===== src/rtl/core/clrm_pkg.sv =====
// Shared types and constants of the lock manager.
package clrm_pkg;
  localparam int unsigned Locks = 64;
  localparam int unsigned Clients = 16;
  localparam int unsigned LockW = $clog2(Locks);
  localparam int unsigned ClientW = $clog2(Clients);
  localparam int unsigned CountW = ClientW + 1;
  localparam int unsigned QAddrW = LockW + ClientW;

  typedef enum logic [1:0] {
    LK_UNSEEN = 2'd0,
    LK_FREE = 2'd1,
    LK_HELD = 2'd2,
    LK_REVOKING = 2'd3
  } lock_state_e;

  typedef enum logic [1:0] {
    RES_OK = 2'd0,
    RES_RETRY = 2'd1,
    RES_NOENT = 2'd2
  } status_e;

  typedef enum logic [2:0] {
    ST_IDLE,
    ST_LOOKUP,
    ST_DECIDE,
    ST_SCAN,
    ST_SCAN_CHK,
    ST_POP,
    ST_WRITE,
    ST_OUT
  } fsm_e;

  // Listed from the highest bits down, so status sits in the lowest bits.
  typedef struct packed {
    logic [31:0] request_count;
    logic [ClientW-1:0] revoke_client;
    logic revoke_valid;
    logic [ClientW-1:0] grant_client;
    logic grant_valid;
    logic [1:0] status;
  } result_t;
endpackage


===== src/rtl/core/clrm_queue_ram.sv =====
// Wait queue storage: one write port and one registered read port.
module clrm_queue_ram (
  input  logic                       clk_i,
  input  logic                       we_i,
  input  logic [clrm_pkg::QAddrW-1:0] waddr_i,
  input  logic [clrm_pkg::ClientW-1:0] wdata_i,
  input  logic [clrm_pkg::QAddrW-1:0] raddr_i,
  output logic [clrm_pkg::ClientW-1:0] rdata_o
);
  logic [clrm_pkg::ClientW-1:0] mem [(2**clrm_pkg::QAddrW)];

  always_ff @(posedge clk_i) begin
    if (we_i) begin
      mem[waddr_i] <= wdata_i;
    end
    rdata_o <= mem[raddr_i];
  end
endmodule


===== config.mk =====
export PLATFORM = sky130hd
export DESIGN_NAME = clrm_queue_ram
export DESIGN_NICKNAME = d
export VERILOG_FILES = /design/src/rtl/core/clrm_pkg.sv /design/src/rtl/core/clrm_queue_ram.sv
export SDC_FILE = /design/constraint.sdc
export NUM_CORES = 2
export LEC_CHECK = 0
export BUFFER_PORTS_ARGS = -buffer_cell sky130_fd_sc_hd__buf_4
export CORE_MARGIN = 3
export CORE_UTILIZATION = 25
export CTS_CLUSTER_DIAMETER = 60
export CTS_CLUSTER_SIZE = 20
export DETAILED_ROUTE_END_ITERATION = 10
export HOLD_SLACK_MARGIN = 0.1
export MAX_ROUTING_LAYER = met4
export SKIP_LAST_GASP = 1
export SLEW_MARGIN = 25
export SYNTH_ARGS = -nofsm -noshare
export SYNTH_HDL_FRONTEND = slang
export SYNTH_SLANG_ARGS = --single-unit

===== constraint.sdc =====
create_clock -name clk_i -period 7.9 [get_ports clk_i]
set_clock_uncertainty 0.15 [all_clocks]
set_input_delay 1.975 -clock clk_i [delete_from_list [all_inputs] [get_ports clk_i]]
set_output_delay 1.975 -clock clk_i [all_outputs]
set_load 0.1 [all_outputs]

# Word level (Yosys, flattened, before mapping)

Memory sizes are Yosys's and may differ from the RTL's. A register that Yosys moved wholly into a read port is not among the register bits.
Cells that the tools add are included.

Add/sub/neg operators: 0
Multiply operators: 0
Div/mod/pow operators: 0
Magnitude comparators: 0
Equal/unequal tests: 0
Shift-type cells: 0
Mux-type cells: 2
Bitwise gates (word level): 0
Reductions and logical operators: 0

Operators with widths:

| operator         | count |
|---|---|
| 2-to-1 mux 1 bit | 2 |

Flip-flop bits (word level): 0
Bits in latches: 0
Bits in writable memories: 4096
Memory bits (read-only): 0
Output and inout bits: 4
Memories kept: 1

Memory list:

| memory | depth | width | rd ports | clocked after memory_dff | write ports | line                 | source |
|---|---|---|---|---|---|---|---|
| mem    | 1024  | 4     | 1        | 1                        | 1           | clrm_queue_ram.sv:10 | `logic [clrm_pkg::ClientW-1:0] mem [(2**clrm_pkg::QAddrW)];` |

# Depth between registers and ports, before layout

Depth after elaboration: 2
Mapped depth: 17

# Least setup slack after synthesis

No wires, ideal clock.

Path kind: input to register
From: input raddr_i[0] in the netlist's numbering
To: register rdata_o[2] in the netlist's numbering, read port of mem
Setup time: 0.130 ns
Arrival time: 4.427 ns
Path slack: 3.193 ns
Cell stages on the path: 12
Cells stage by stage: buf_6 -> buf_6 -> buf_6 -> buf_4 -> buf_2 -> mux4_2 -> a22oi_1 -> a21oi_1 -> nor4_1 -> a211oi_1 -> o41ai_1 -> nand4_1

RTL lines:

| what               | line                | source |
|---|---|---|
| start: declaration | clrm_queue_ram.sv:7 | `input logic [clrm_pkg::QAddrW-1:0] raddr_i,` |
| end: declaration   | clrm_queue_ram.sv:8 | `output logic [clrm_pkg::ClientW-1:0] rdata_o` |

==> results.sh <==
export IMPL_status="completed"
export IMPL_cts_hold_buf=0
export IMPL_hold_depth=6
export IMPL_ioPinCount=30
export IMPL_root_buffer="clkbuf_16"
export IMPL_clk_pin_slew_ns=0.08
export IMPL_hp_start="mem[138][0]"
export IMPL_synth_cell_types=76
export IMPL_grtUsageMet1_pct=18.6
export IMPL_netlist_instances=8290
export IMPL_grt_util_met3_pct=2.48
export IMPL_place_port_buffers=29
export IMPL_critPathMaxFanout=71
export IMPL_max_cap_violations=0
export IMPL_die_area_sq_mm=0.658
export IMPL_cp_start_kind="input pin"
export IMPL_hold_worst_slack_ns=1.02
export IMPL_finalMaxSlewViolations=0
export IMPL_hold_viol_final=0
export IMPL_drive_gt1_share_pct=20.2
export IMPL_rows=295
export IMPL_rr_worst_depth=8
export IMPL_wire_per_inst_microns=27.0
export IMPL_crit_type="input pin to flip-flop"
export IMPL_tns_ns=0
export IMPL_track_usage_pct=13.9
export IMPL_synth_nets=8316
export IMPL_insertion_delay_ns=0.95
export IMPL_grt_busiest_layer="met2"
export IMPL_groute_layer_met2_usage_pct=21.9
export IMPL_mostFrequentLayoutCell="edfxtp_1"
export IMPL_fin_util_pct=28.3
export IMPL_syn_area_per_cell_sq_um=19.6
export IMPL_max_slew_margin_pct=24.7
export IMPL_worst_slew_pin_slew_ns=1.12
export IMPL_antenna_left=0
export IMPL_total_power_w=0.0416
export IMPL_grt_pass1_vias=82600
export IMPL_num_nets_final=8309
export IMPL_setup_worst_path_start="raddr_i[1]"
export IMPL_yosys_register_bits=4100
export IMPL_r2r_end="rdata_o[3]"
export IMPL_max_freq_mhz=178
export IMPL_grt_overflow_total=0
export IMPL_h_tree_depth=5
export IMPL_cts_sinks=4100
export IMPL_ys_flop_type="edfxtp_1"
export IMPL_core_sq_mm=0.646
export IMPL_rsz0062_at_grt="false"
export IMPL_setup_viol=0
export IMPL_fin_crit_ns=5.62
export IMPL_setup_slack_ns=2.28
export IMPL_synth_top_area_share_pct=75.9
export IMPL_cp_end_kind="flip-flop"
export IMPL_r2r_slack_ns=4.38
export IMPL_p_leak_nw=53.9
export IMPL_drt_iter0_markers=11600
export IMPL_ys_seq_area_share_pct=75.9
export IMPL_required_ns=8.63
export IMPL_antenna_found_initial=44
export IMPL_syn_area_sq_mm=0.162
export IMPL_drtPass1Iterations=6
export IMPL_ctsResizeCount=0
export IMPL_dr_total_vias=83200
export IMPL_synth_edff_count=4096
export IMPL_cts_inserted_buffers=288
export IMPL_route_detailed_drc=0
export IMPL_fin_crit_sh_pct=71.1
export IMPL_gp_congestion=0.826
export IMPL_initial_utilization_pct=25.1
export IMPL_cts_tree="yes"
export IMPL_powerDensity_mw_per_mm2=228
export IMPL_cts_buffer_depth=4
export IMPL_ys_warn_count=0
export IMPL_irDropWorstVdd_v=0.000169
export IMPL_synthArstFlopShare_pct=0
export IMPL_grt_pass1_wl_microns=650000
export IMPL_grt_start_max_net_pins=220
export IMPL_fp_dieW_microns=811
export IMPL_viasPerCell=4.87
export IMPL_routed_wl_microns=461000
export IMPL_min_path_type="flip-flop to flip-flop"
export IMPL_reg2reg_from="mem[555][3]"
export IMPL_synth_area_leader_cell="edfxtp_1"
export IMPL_fillers=63400
export IMPL_arrival_ns=6.35
export IMPL_synthTopCellsByArea="edfxtp_1, mux4_2, mux2i_1, nor2_1, o221ai_1"
export IMPL_final_cell_mix="edfxtp_1, nor2_1, mux4_2"
export IMPL_die_y_microns=811
export IMPL_dpl_hpwl_microns=280000
export IMPL_cts_setup_buffers=0
export IMPL_holdPathEnd="rdata_o[0]"
export IMPL_pre_cts_ws_ns=1.36
export IMPL_area_growth_pct=12.6
==> through the flow <==
stage          cell area, sq um  std cells
2_1_floorplan            162000       8290
3_3_place_gp             173000      16600
3_5_place_dp             173000      16600
4_1_cts                  183000      17100
5_1_grt                  183000      17100
6_report                 183000      17100
==> cells in the mapped netlist (all sizes together) (7+ instances only) <==
| cell | count |
|---|---|
| a2111oi | 10 |
| a211oi | 13 |
| a21oi | 129 |
| a221oi | 29 |
| a22o | 11 |
| a22oi | 80 |
| a31oi | 11 |
| and2 | 9 |
| and3 | 12 |
| buf | 291 |
| clkbuf | 300 |
| edfxtp | 4096 |
| mux2 | 23 |
| mux2i | 461 |
| mux4 | 875 |
| nand2 | 166 |
| nand2b | 12 |
| nand3 | 62 |
| nand4 | 12 |
| nor2 | 1103 |
| nor2b | 15 |
| nor3 | 100 |
| nor3b | 8 |
| nor4 | 21 |
| o2111ai | 9 |
| o21ai | 68 |
| o221ai | 168 |
| o22ai | 89 |
| o41ai | 7 |
| or2 | 10 |
==> cells by family after synthesis <==
kind of cell           count (synthesis)  share of synthesized area (%)
AO/OA/AOI/OAI                        674                           2.96
multiplexers                        1359                           15.2
AND/OR/NAND/NOR                     1560                           3.99
flip-flops                          4100                           75.9
buffers and inverters                597                           1.96
==> worst max-delay path: stages <==
cell	delay [ns]
buf_8	0.48
nand2b_4	0.49
buf_12	0.35
o221ai_1	0.41
a21oi_1	0.11
nor3_1	0.46
nand3b_1	0.54
a211oi_1	0.93
a32oi_1	0.20
nand4_1	0.15
==> flip-flops by register name, indices dropped and copies added, names as in the netlist <==
| name | count |
|---|---|
| rdata_o | 4 |
| mem | 4096 |
==> worst max path at each step <==
stage	endpoint
3_5_place_dp	rdata_o[2]
3_3_place_gp	rdata_o[1]
4_1_cts	rdata_o[2]
6_report	rdata_o[2]
5_1_grt	rdata_o[2]
2_1_floorplan	rdata_o[2]
==> cell type report <==
| cell class | count | area (sq um) | area share (%) |
|---|---|---|---|
| sequential | 4100 | 123000 | 67.4 |
| multi-input combinational | 3593 | 36400 | 19.9 |
| tap | 8613 | 10800 | 5.90 |
| clock buffer | 319 | 7560 | 4.14 |
| timing repair buffer | 294 | 2980 | 1.63 |
| clock inverter | 147 | 1720 | 0.940 |
| antenna | 21 | 52.6 | 0.0288 |
| inverter | 6 | 40.0 | 0.0219 |
==> power breakdown <==
part | internal [W] | leakage [nW] | switching (W) | total [W]
Clock | 0.00753 | 4.48 | 0.00782 | 0.0153
Combinational | 0.000742 | 12.6 | 0.00156 | 0.00230
Sequential | 0.0239 | 36.8 | 0.0000235 | 0.0239
==> layer usage <==
metal | share of wire, % | up-vias | routed length [microns]
met3 | 9.3 | 684 | 42800
met1 | 40 | 44500 | 185000
met5 | 0 | - | 0
met4 | 3.2 | 0 | 14800
met2 | 47 | 4194 | 218000
li1 | - | 33800 | -
(Power assumes the default switching activity.)
